**src/rtl/abu_pkg.sv**
```systemverilog
// abu_pkg: shared types and constants for the A/B update slot controller.
// Holds the command classes, slot state codes and the queued work item.
// No dependencies.
`default_nettype none

package abu_pkg;

	// Largest block one write may carry, in bytes.
	localparam logic [31:0] MAX_BLOCK = 32'd4096;

	// Raw command codes on the input channel.
	localparam logic [3:0] CMD_RESET    = 4'd0;
	localparam logic [3:0] CMD_BEGIN    = 4'd1;
	localparam logic [3:0] CMD_WRITE    = 4'd2;
	localparam logic [3:0] CMD_ABORT    = 4'd3;
	localparam logic [3:0] CMD_END      = 4'd4;
	localparam logic [3:0] CMD_SELECT   = 4'd5;
	localparam logic [3:0] CMD_REBOOT   = 4'd6;
	localparam logic [3:0] CMD_CONFIRM  = 4'd7;
	localparam logic [3:0] CMD_ROLLBACK = 4'd8;
	localparam logic [3:0] CMD_QUERY    = 4'd9;

	// Status codes.
	localparam logic STATUS_OK      = 1'b0;
	localparam logic STATUS_REFUSED = 1'b1;

	// Decoded operation class; unused command codes land in OP_BAD.
	typedef enum logic [3:0] {
		OP_RESET,
		OP_BEGIN,
		OP_WRITE,
		OP_ABORT,
		OP_END,
		OP_SELECT,
		OP_REBOOT,
		OP_CONFIRM,
		OP_ROLLBACK,
		OP_QUERY,
		OP_BAD
	} op_t;

	// Per-slot state codes.
	typedef enum logic [2:0] {
		ST_EMPTY   = 3'd0,
		ST_VALID   = 3'd1,
		ST_STAGING = 3'd2,
		ST_PENDING = 3'd3,
		ST_INVALID = 3'd4,
		ST_ABORTED = 3'd5
	} slot_state_t;

	// Classified command as it travels from front to back.
	typedef struct packed {
		op_t         op;
		logic [1:0]  slot;
		logic [31:0] length;
		logic        verify_pass;
		logic        len_zero;
		logic        len_over;
	} work_t;

endpackage

`default_nettype wire

```
**src/rtl/ab_update_slot_controller.sv**
```systemverilog
// ab_update_slot_controller: two-slot A/B firmware update controller.
// Top level; instantiates abu_front, abu_queue and abu_back; uses abu_pkg.
//
//   channel  direction  handshake             payload
//   in       to block   in_valid / in_ready   command, slot, length, verify_pass
//   out      from block out_valid / out_ready status, boot_slot_now,
//                                             running_slot_now, target_slot_now,
//                                             queried_state
//
// Every command yields one result. In the back end, one 33-bit add and compare
// on the byte counters sets the path. Sustained rate is one command per cycle
// while the output is not stalled; a command is written into the queue when it
// transfers, then executed from the queue head into the output register.
// Reset restores slot 0 valid and running, slot 1 empty and targeted.
// A stalled output fills the queue; in_ready drops only when it is full.
`default_nettype none

module ab_update_slot_controller
	import abu_pkg::*;
#(
	parameter int QUEUE_DEPTH = 2
) (
	input  wire logic        clk,
	input  wire logic        arst_n,
	input  wire logic        in_valid,
	output logic             in_ready,
	input  wire logic [3:0]  command,
	input  wire logic [1:0]  slot,
	input  wire logic [31:0] length,
	input  wire logic        verify_pass,
	output logic             out_valid,
	input  wire logic        out_ready,
	output logic             status,
	output logic             boot_slot_now,
	output logic             running_slot_now,
	output logic             target_slot_now,
	output logic [2:0]       queried_state
);

	work_t front_item;
	work_t head_item;
	logic  q_full, q_empty, q_push, q_pop;

	// Front: classify the command and its length.
	abu_front u_front (
		.command     (command),
		.slot        (slot),
		.length      (length),
		.verify_pass (verify_pass),
		.item        (front_item)
	);

	assign in_ready = !q_full;
	assign q_push   = in_valid && in_ready;

	// Queue decouples command intake from execution.
	abu_queue #(
		.DEPTH (QUEUE_DEPTH)
	) u_queue (
		.clk       (clk),
		.arst_n    (arst_n),
		.push      (q_push),
		.push_item (front_item),
		.pop       (q_pop),
		.head_item (head_item),
		.full      (q_full),
		.empty     (q_empty)
	);

	// Back: apply the command to slot state and register the result.
	abu_back u_back (
		.clk              (clk),
		.arst_n           (arst_n),
		.item             (head_item),
		.item_valid       (!q_empty),
		.item_take        (q_pop),
		.out_valid        (out_valid),
		.out_ready        (out_ready),
		.status           (status),
		.boot_slot_now    (boot_slot_now),
		.running_slot_now (running_slot_now),
		.target_slot_now  (target_slot_now),
		.queried_state    (queried_state)
	);

endmodule

`default_nettype wire

```
**src/rtl/abu_front.sv**
```systemverilog
// abu_front: decodes raw commands into work items for the queue.
// Depends on abu_pkg.
`default_nettype none

module abu_front
	import abu_pkg::*;
(
	input  wire logic [3:0]  command,
	input  wire logic [1:0]  slot,
	input  wire logic [31:0] length,
	input  wire logic        verify_pass,
	output work_t            item
);

	op_t op;

	always_comb begin
		unique case (command)
			CMD_RESET:    op = OP_RESET;
			CMD_BEGIN:    op = OP_BEGIN;
			CMD_WRITE:    op = OP_WRITE;
			CMD_ABORT:    op = OP_ABORT;
			CMD_END:      op = OP_END;
			CMD_SELECT:   op = OP_SELECT;
			CMD_REBOOT:   op = OP_REBOOT;
			CMD_CONFIRM:  op = OP_CONFIRM;
			CMD_ROLLBACK: op = OP_ROLLBACK;
			CMD_QUERY:    op = OP_QUERY;
			default:      op = OP_BAD;
		endcase
	end

	// Length checks that do not depend on controller state are done here.
	always_comb begin
		item.op          = op;
		item.slot        = slot;
		item.length      = length;
		item.verify_pass = verify_pass;
		item.len_zero    = (length == 32'd0);
		item.len_over    = (length > MAX_BLOCK);
	end

endmodule

`default_nettype wire

```
**src/rtl/abu_queue.sv**
```systemverilog
// abu_queue: small FIFO of work items between front and back.
// Depends on abu_pkg.
`default_nettype none

module abu_queue
	import abu_pkg::*;
#(
	parameter int DEPTH = 2
) (
	input  wire logic  clk,
	input  wire logic  arst_n,
	input  wire logic  push,
	input  wire work_t push_item,
	input  wire logic  pop,
	output work_t      head_item,
	output logic       full,
	output logic       empty
);

	localparam int PTR_W = $clog2(DEPTH);
	localparam int CNT_W = $clog2(DEPTH + 1);

	work_t            slots_q [DEPTH];
	logic [PTR_W-1:0] wr_ptr_q;
	logic [PTR_W-1:0] rd_ptr_q;
	logic [CNT_W-1:0] count_q;

	function automatic logic [PTR_W-1:0] ptr_inc(input logic [PTR_W-1:0] p);
		ptr_inc = (p == PTR_W'(DEPTH - 1)) ? '0 : p + PTR_W'(1);
	endfunction

	assign full      = (count_q == CNT_W'(DEPTH));
	assign empty     = (count_q == '0);
	assign head_item = slots_q[rd_ptr_q];

	always_ff @(posedge clk) begin
		if (push) begin
			slots_q[wr_ptr_q] <= push_item;
		end
	end

	always_ff @(posedge clk or negedge arst_n) begin
		if (!arst_n) begin
			wr_ptr_q <= '0;
			rd_ptr_q <= '0;
			count_q  <= '0;
		end else begin
			if (push) begin
				wr_ptr_q <= ptr_inc(wr_ptr_q);
			end
			if (pop) begin
				rd_ptr_q <= ptr_inc(rd_ptr_q);
			end
			unique case ({push, pop})
				2'b10:   count_q <= count_q + CNT_W'(1);
				2'b01:   count_q <= count_q - CNT_W'(1);
				default: count_q <= count_q;
			endcase
		end
	end

	// No push into a full queue, no pop from an empty one.
	a_no_overflow: assert property (@(posedge clk) disable iff (!arst_n)
		full |-> !push)
		else $error("push into full queue");
	a_no_underflow: assert property (@(posedge clk) disable iff (!arst_n)
		empty |-> !pop)
		else $error("pop from empty queue");
	a_count_bound: assert property (@(posedge clk) disable iff (!arst_n)
		count_q <= CNT_W'(DEPTH))
		else $error("queue count out of range");

endmodule

`default_nettype wire

```
**src/rtl/abu_back.sv**
```systemverilog
// abu_back: executes work items against the slot controller state and
// holds the result in an output register. Depends on abu_pkg.
`default_nettype none

module abu_back
	import abu_pkg::*;
(
	input  wire logic  clk,
	input  wire logic  arst_n,
	input  wire work_t item,
	input  wire logic  item_valid,
	output logic       item_take,
	output logic       out_valid,
	input  wire logic  out_ready,
	output logic       status,
	output logic       boot_slot_now,
	output logic       running_slot_now,
	output logic       target_slot_now,
	output logic [2:0] queried_state
);

	slot_state_t st0_q, st1_q, st0_nx, st1_nx;
	logic        run_q, boot_q, tgt_q, run_nx, boot_nx, tgt_nx;
	logic [31:0] exp_q, wr_q, exp_nx, wr_nx;
	logic        stg_q, ver_q, stg_nx, ver_nx;
	logic        ok;
	logic        set_en, set_sel;
	slot_state_t set_val;
	slot_state_t st_run, st_oth, st_tgt, st_qry;
	logic [32:0] wr_sum;
	logic        rst_slot;

	logic        out_valid_q;
	logic        status_q, boot_q_out, run_q_out, tgt_q_out;
	slot_state_t qry_q;

	assign item_take = item_valid && (!out_valid_q || out_ready);

	assign st_run   = run_q ? st1_q : st0_q;
	assign st_oth   = run_q ? st0_q : st1_q;
	assign st_tgt   = tgt_q ? st1_q : st0_q;
	assign wr_sum   = {1'b0, wr_q} + {1'b0, item.length};
	assign rst_slot = item.slot[1] ? 1'b0 : item.slot[0];

	always_comb begin
		st0_nx  = st0_q;
		st1_nx  = st1_q;
		run_nx  = run_q;
		boot_nx = boot_q;
		tgt_nx  = tgt_q;
		exp_nx  = exp_q;
		wr_nx   = wr_q;
		stg_nx  = stg_q;
		ver_nx  = ver_q;
		ok      = 1'b0;
		set_en  = 1'b0;
		set_sel = tgt_q;
		set_val = ST_EMPTY;
		unique case (item.op)
			OP_RESET: begin
				st0_nx  = rst_slot ? ST_EMPTY : ST_VALID;
				st1_nx  = rst_slot ? ST_VALID : ST_EMPTY;
				run_nx  = rst_slot;
				boot_nx = rst_slot;
				tgt_nx  = ~rst_slot;
				exp_nx  = '0;
				wr_nx   = '0;
				stg_nx  = 1'b0;
				ver_nx  = 1'b0;
				ok      = 1'b1;
			end
			OP_BEGIN: begin
				if (!item.slot[1] && item.slot[0] != run_q && !item.len_zero && !stg_q) begin
					tgt_nx  = item.slot[0];
					exp_nx  = item.length;
					wr_nx   = '0;
					ver_nx  = 1'b0;
					stg_nx  = 1'b1;
					set_en  = 1'b1;
					set_sel = item.slot[0];
					set_val = ST_STAGING;
					ok      = 1'b1;
				end
			end
			OP_WRITE: begin
				if (stg_q && !item.len_zero && !item.len_over && wr_sum <= {1'b0, exp_q}) begin
					wr_nx = wr_sum[31:0];
					ok    = 1'b1;
				end
			end
			OP_ABORT: begin
				if (stg_q) begin
					stg_nx  = 1'b0;
					ver_nx  = 1'b0;
					wr_nx   = '0;
					exp_nx  = '0;
					set_en  = 1'b1;
					set_val = ST_ABORTED;
					ok      = 1'b1;
				end
			end
			OP_END: begin
				if (stg_q) begin
					stg_nx = 1'b0;
					set_en = 1'b1;
					if (wr_q != exp_q || !item.verify_pass) begin
						ver_nx  = 1'b0;
						set_val = ST_INVALID;
					end else begin
						ver_nx  = 1'b1;
						set_val = ST_PENDING;
						ok      = 1'b1;
					end
				end
			end
			OP_SELECT: begin
				if (ver_q && st_tgt == ST_PENDING) begin
					boot_nx = tgt_q;
					ok      = 1'b1;
				end
			end
			OP_REBOOT: begin
				if (!stg_q) begin
					run_nx = boot_q;
					ver_nx = 1'b0;
					ok     = 1'b1;
				end
			end
			OP_CONFIRM: begin
				if (st_run == ST_VALID) begin
					ok = 1'b1;
				end else if (st_run == ST_PENDING) begin
					set_en  = 1'b1;
					set_sel = run_q;
					set_val = ST_VALID;
					ok      = 1'b1;
				end
			end
			OP_ROLLBACK: begin
				if (st_run == ST_PENDING && st_oth == ST_VALID) begin
					set_en  = 1'b1;
					set_sel = run_q;
					set_val = ST_INVALID;
					boot_nx = ~run_q;
					run_nx  = ~run_q;
					ver_nx  = 1'b0;
					ok      = 1'b1;
				end
			end
			OP_QUERY: begin
				ok = 1'b1;
			end
			default: begin
				ok = 1'b0;
			end
		endcase
		if (set_en) begin
			if (set_sel) begin
				st1_nx = set_val;
			end else begin
				st0_nx = set_val;
			end
		end
	end

	assign st_qry = item.slot[1] ? ST_INVALID : (item.slot[0] ? st1_nx : st0_nx);

	always_ff @(posedge clk or negedge arst_n) begin
		if (!arst_n) begin
			st0_q  <= ST_VALID;
			st1_q  <= ST_EMPTY;
			run_q  <= 1'b0;
			boot_q <= 1'b0;
			tgt_q  <= 1'b1;
			exp_q  <= '0;
			wr_q   <= '0;
			stg_q  <= 1'b0;
			ver_q  <= 1'b0;
		end else if (item_take) begin
			st0_q  <= st0_nx;
			st1_q  <= st1_nx;
			run_q  <= run_nx;
			boot_q <= boot_nx;
			tgt_q  <= tgt_nx;
			exp_q  <= exp_nx;
			wr_q   <= wr_nx;
			stg_q  <= stg_nx;
			ver_q  <= ver_nx;
		end
	end

	always_ff @(posedge clk or negedge arst_n) begin
		if (!arst_n) begin
			out_valid_q <= 1'b0;
		end else if (item_take) begin
			out_valid_q <= 1'b1;
		end else if (out_ready) begin
			out_valid_q <= 1'b0;
		end
	end

	always_ff @(posedge clk) begin
		if (item_take) begin
			status_q   <= ok ? STATUS_OK : STATUS_REFUSED;
			boot_q_out <= boot_nx;
			run_q_out  <= run_nx;
			tgt_q_out  <= tgt_nx;
			qry_q      <= st_qry;
		end
	end

	assign out_valid        = out_valid_q;
	assign status           = status_q;
	assign boot_slot_now    = boot_q_out;
	assign running_slot_now = run_q_out;
	assign target_slot_now  = tgt_q_out;
	assign queried_state    = qry_q;

	// While staging, the target slot is marked staging and is not the running slot.
	a_stage_target: assert property (@(posedge clk) disable iff (!arst_n)
		stg_q |-> ((tgt_q ? st1_q : st0_q) == ST_STAGING))
		else $error("staging target not in staging state");
	a_stage_not_run: assert property (@(posedge clk) disable iff (!arst_n)
		stg_q |-> (tgt_q != run_q))
		else $error("staging the running slot");
	a_verified_idle: assert property (@(posedge clk) disable iff (!arst_n)
		ver_q |-> !stg_q)
		else $error("verified while staging");
	a_written_bound: assert property (@(posedge clk) disable iff (!arst_n)
		stg_q |-> (wr_q <= exp_q))
		else $error("written bytes exceed expected");

endmodule

`default_nettype wire
```
**config.mk**
```make
export PLATFORM = sky130hd
export DESIGN_NAME = ab_update_slot_controller
export DESIGN_NICKNAME = d
export VERILOG_FILES = /design/src/rtl/abu_pkg.sv /design/src/rtl/ab_update_slot_controller.sv /design/src/rtl/abu_front.sv /design/src/rtl/abu_queue.sv /design/src/rtl/abu_back.sv
export SDC_FILE = /design/constraint.sdc
export NUM_CORES = 1
export LEC_CHECK = 0
export ABC_CLOCK_PERIOD_IN_PS = 6570
export BUFFER_PORTS_ARGS = -buffer_cell sky130_fd_sc_hd__buf_2
export CAP_MARGIN = 5
export CORE_ASPECT_RATIO = 0.5
export CORE_UTILIZATION = 62
export CTS_CLUSTER_SIZE = 10
export DETAILED_ROUTE_END_ITERATION = 16
export HOLD_SLACK_MARGIN = 0.1
export PLACE_DENSITY = 0.83
export SLEW_MARGIN = 20
export SYNTH_ARGS = -nofsm -noshare
export SYNTH_HDL_FRONTEND = slang
export SYNTH_SLANG_ARGS = --single-unit
```
**constraint.sdc**
```tcl
create_clock -name clk -period 6.57 [get_ports clk]
set_clock_uncertainty 0.2 [all_clocks]
set_input_delay 0.657 -clock clk [delete_from_list [all_inputs] [get_ports clk]]
set_output_delay 0.657 -clock clk [all_outputs]
set_load 0.005 [all_outputs]
```
# Word level (Yosys, flattened, before mapping)
# Memory sizes are Yosys's and may differ from the RTL's.
# Index checks and enable logic that the tools add are counted.
# op_classes
add_sub_neg	5
order_cmp	2
eq_ne	24
muxes	68
bitwise_logic	2
reduce_logical	36
# ops
operator	n
$mux W32	4
$pmux W32 S4	1
$pmux W32 S3	1
$mux W3	15
$mux W1	36
$add A32 B32 Y33	1
$le A33 B32 Y1	1
$gt A32 B13 Y1 const B	1
$logic_not A32 Y1	1
$ne A32 B32 Y1	1
$eq A4 B3 Y1 const B	4
$pmux W3 S5	1
$logic_and A1 B1 Y1	10
$ne A2 B1 Y1 const B	5
$pmux W1 S3	3
$pmux W1 S9	1
$eq A4 B2 Y1 const B	2
$eq A4 B4 Y1 const B	2
$logic_not A1 Y1	8
$reduce_and A7 Y1	1
$eq A3 B1 Y1 const B	2
$eq A3 B2 Y1 const B	2
$pmux W1 S6	1
$reduce_bool A2 Y1	3
24 further kinds	30
# word_totals
regBits	87
ram_bits	82
rom_bits	64
elab_cells	157
n_memories	2
# memory_table
name	depth	width	read_ports	rd_clocked_by_memory_dff	wr	line_no	text
u_queue.slots_q	2	41	1	0	1	abu_queue.sv:23	work_t slots_q [DEPTH];
(name not given)	16	4	1	0	0	abu_front.sv:18	unique case (command)

# Logic depth before layout (Yosys ltp)
# An unclocked memory read counts as a cell.
# depth
word_depth	10
mapped_depth	26

# By module
# Synthesis repeated with hierarchy kept, for this count alone.
# hier_totals
cells_unflattened	981
hier_area_um2	10601.4
# modules_own_cells
mod	n_inst	cells_per_inst	area_each_um2	seq_area_each_um2
abu_back	1	781	6869.1	2114.5
abu_queue	1	144	3345.7	2562.5
abu_front	1	53	372.9	0.0
ab_update_slot_controller	1	3	13.8	0.0

# Least setup slack after synthesis
# Ideal clock, no wire load.
# synth_path
path_kind	register -> register
from	register u_queue.rd_ptr_q
to	register u_back.wr_q[1]
setup_ps	121
arrival_ps	5267
required_time_ps	6249
path_slack_ps	982
stages_incl_launch_ff	24
n_path_buf	5
period_less_slack_ps	5588
path_cell_list	dfrtp_1 > buf_2 > buf_4 > buf_2 > buf_1 > mux2_2 > ha_1 > o211ai_1 > o211ai_1 > a21oi_1 > o31a_1 > o21a_1 > o211ai_1 > xor2_1 > ha_1 > and3_1 > o21ai_0 > nand3b_1 > a2111oi_0 > a31oi_1 > a31oi_2 > o21ai_1 > buf_2 > a22o_1
# synth_between
elab_chain_len	7
elab_cells_between_ends	24
# synth_rtl
item	line_no	text
start, declared	abu_queue.sv:25	logic [PTR_W-1:0] rd_ptr_q;
start signal, assigned	abu_queue.sv:52	rd_ptr_q <= ptr_inc(rd_ptr_q);
$mem_v2 Z2 W41 (*)	n/a	
branches (longest 6 deep; another with $add A32 B32 Y33)	n/a	
end signal, assigned	abu_back.sv:186	wr_q <= wr_nx;
end, declared	abu_back.sv:24	logic [31:0] exp_q, wr_q, exp_nx, wr_nx;
# Every way passes the cells marked *. The select of a mux whose other input is x is not followed.
# A chain may end at the register's enable or synchronous reset.

# Final worst setup path
# layout_path
from	register u_queue.rd_ptr_q
to	register u_back.wr_q[20]
# The elaborated chain is that of the path after synthesis.

==> summary.md <==
| Metric | Value |
|---|---|
| Pre-Repair DR Iteration Count | 5 |
| CTS tree | yes |
| Met1 usage | 43.5% |
| Layout fillers | 1137 |
| Post-route design area | 11100 sq um |
| Highest Clock Rate | 0.164 GHz |
| Net Sw Power | 1.91 mW |
| Setup CP Type | flop to flop |
| IO Pins | 52 |
| Fin Setup TNS | 0 ns |
| Yosys warnings | 0 |
| Critical Path RT | 6.69 ns |
| H-tree Lvls | 4 |
| # Max-Cap Violations | 0 |
| Row count | 32 |
| Share of cells above drive strength 1 | 15.3% |
| Hold Violations, Final | 0 |
| Synth cell types | 73 |
| Post-synth EDFFs | 89 |
| Ys async rst share | 47.3% |
| Vias per cell | 6.63 |
| Post-DP HPWL | 17700 um |
| Core area | 15600 sq um |
| Worst rel slew slack | 28.1% |
| Die H | 91.9 um |
| Sw Ratio | 41.0% |
| Vias in the first global route | 7696 |
| Largest net degree at the start of global routing | 68 |
| CTS Sinks | 169 |
| LEAKAGE | 4.83 nW |
| CTS clk-pin slew, worst paths | 0.08 ns |
| Grt ovf | 0 |
| Most frequent cells in the layout | 89 x edfxtp_1, 80 x a21oi_1, 77 x dfrtp_1 |
| First-pass GRT wire length | 40800 um |
| Cell count after synthesis | 922 |
| Clock latency on the worst-skew pair | 0.44 ns |
| Min-Delay Path Class | input port to flop |
| Crit path DAT | 6.21 ns |
| ANT nets after route | 0 |
| Commonest non-fill, non-tap cell in the layout | edfxtp_1 |
| DP Area | 10500 sq um |
| RSZ-0062 raised after global routing | false |
| Ratio of final minimum period to clock period | 92.7% |
| GRT Total Usage | 32.1% |
| Root Buffer | clkbuf_16 |
| Initial antenna violation count | 0 |
| GRT Max-Usage Layer | met2 |
| Routed Wire Length | 25300 um |
| # setup viols final | 0 |
| N_diodes | 0 |
| Die outline area | 16700 sq um |
| Hold_ws | 0.200 ns |
| #FFs+latches synth | 169 |
| CP startpoint kind | flop |
| Prevailing post-synth register cell | edfxtp_1 |
| Seq pwr share | 34.2% |
| Post-synthesis sequential area ratio | 46.6% |
| Synthesized area | 10000 sq um |
| Fin nets | 1074 |
| Met2 GRT Util | 50.0% |
| Area delta synth->final | 10.6% |
| CTS Buffer Depth | 2 |
| Status | finished, final reports clean |
| Syn avg cell area | 10.9 sq um |
| Crit. End Element | flop |
| # DRC | 0 |
| Final Max Tran Viols | 0 |
| CTS Buf Count | 17 |
| Logic pwr share | 44.5% |
| Power density over the cells | 421 nW/um^2 |
| Clock Power Share | 21.3% |
| DR iter-0 viols | 838 |
| Port Buffers | 51 |
| Min Clock Period, post-route | 6.09 ns |
| Internal power | 2.75 mW |
| Routed length per instance | 21.4 um |
| Max VDD drop | 232 uV |
| Worst slew pin tran | 1.08 ns |
| Post-Syn Nets | 1031 |
| Width of the die | 182 um |
| GP Congestion | 0.972 |
| Initial core utilization | 64.2% |
| Layout Utilization | 71.0% |
| Vias | 7838 |
| Max FO, Critical Path | 20 |
| Met3 Usage GRT | 7.90% |
==> worst paths after layout <==
check / start / end / slack, ns / cells after the start
setup / recovery: u_queue.rd_ptr_q / u_back.wr_q[20] / 0.48 / 20
hold / removal: verify_pass / u_queue.slots_q[0][2] / 0.20 / 1
setup reg to reg: u_queue.rd_ptr_q / u_back.wr_q[20] / 0.48 / 20
hold reg to reg: u_back.out_valid / u_back.out_valid / 0.30 / 2
max in group asynchronous: arst_n / u_queue.rd_ptr_q / 4.56 / 3
min in group asynchronous: arst_n / u_back.st1_q[2] / 0.41 / 2
==> sequential cells by signal (all words and copies together), names as in the netlist, 2 cells and up <==
register and count:
u_back.st1_q 3, u_back.st0_q 3, u_back.queried_state 3, u_back.exp_q 32
u_queue.slots_q 82, u_back.wr_q 32, u_queue.count_q 2
==> power by group through the flow <==
stage | logic (mW) | clock network, mW | registers [mW]
after floorplan | 1.48 | 0 | 1.55
after global placement | 1.95 | 0 | 1.60
after detailed placement | 2.01 | 0 | 1.61
after CTS | 2.03 | 1.01 | 1.59
after global routing | 2.28 | 1.05 | 1.62
final | 2.08 | 0.995 | 1.59
==> logic make-up after synthesis <==
kind of cell | synth area share, %
compound gates | 19.6
simple gates | 11.2
flops | 46.6
buf+inv | 3.78
fa+ha+maj | 8.31
xor+xnor | 5.68
mux | 4.75
==> repair_timing <==
| item | 4_1_cts | 5_1_grt |
|---|---|---|
| resized for setup | 0 | 2 |
| setup endpoints to repair | 0 | 20 |
| hold endpoints to repair | 13 | 0 |
| setup buffers | 0 | 0 |
| hold buffers | 1 | 0 |
==> area by class of cell <==
| cell class | count | area, sq um | area share, % |
|---|---|---|---|
| repair buffers | 62 | 368 | 3.32 |
| clock buffers | 17 | 425 | 3.84 |
| clock inverters | 15 | 159 | 1.43 |
| flip-flops and latches | 169 | 4680 | 42.2 |
| multi-input cells | 662 | 5000 | 45.1 |
| well taps | 204 | 255 | 2.30 |
| inverters | 53 | 199 | 1.79 |
==> worst max-delay path, cell delays in order, from the launching register on <==
cell,delay [ns]
dfrtp_2,0.60
mux2i_1,0.45
inv_1,0.09
ha_1,0.32
a211oi_1,0.39
o211ai_1,0.15
a21oi_1,0.36
o31a_1,0.31
o21ai_0,0.20
a211o_1,0.33
xor2_1,0.17
ha_1,0.32
nand4_1,0.19
nor4_2,0.47
nand4_1,0.16
a31oi_1,0.24
a31oi_1,0.08
a31oi_2,0.27
o21ai_4,0.18
buf_12,0.25
a22o_1,0.25
==> Yosys cell counts, types with 8 or more instances <==
master    count  area share [%]
o211ai_1     10            0.75
a31oi_1      10            0.62
nor4_1       15            0.94
nand2_1      31             1.2
clkbuf_1     22            0.82
edfxtp_1     89              27
a21o_1       28             2.1
nor2_1       54             2.0
a41o_1       31             3.1
nor3_1       17            0.85
inv_1        53             2.0
and3_1        8            0.50
xnor2_1      44             3.8
o21ai_0      30             1.5
nand3_1      16            0.80
xor2_1       21             1.8
a21oi_1      80             4.0
mux2_2       37             4.2
buf_2         9            0.45
ha_1         65             8.1
nand4_1      17             1.1
nand2b_1      8            0.50
dfrtp_1      78              19
a22o_1       34             3.0
==> metal layers <==
layer  wire length [um]  vias up
li1                   -     3605
met1              11100     3808
met2              11300      358
met3               2150       67
met4                730        0
met5                  0        -
==> per-stage QoR <==
stage | total power [mW] | cells | setup WS, ns
after floorplan | 3.03 | 922 | 0.982
after global placement | 3.55 | 1149 | 0.658
after detailed placement | 3.62 | 1149 | 0.403
after CTS | 4.64 | 1182 | 0.383
after global routing | 4.95 | 1182 | 0.132
final | 4.67 | 1182 | 0.481
Power figures use the tool's default switching activity.
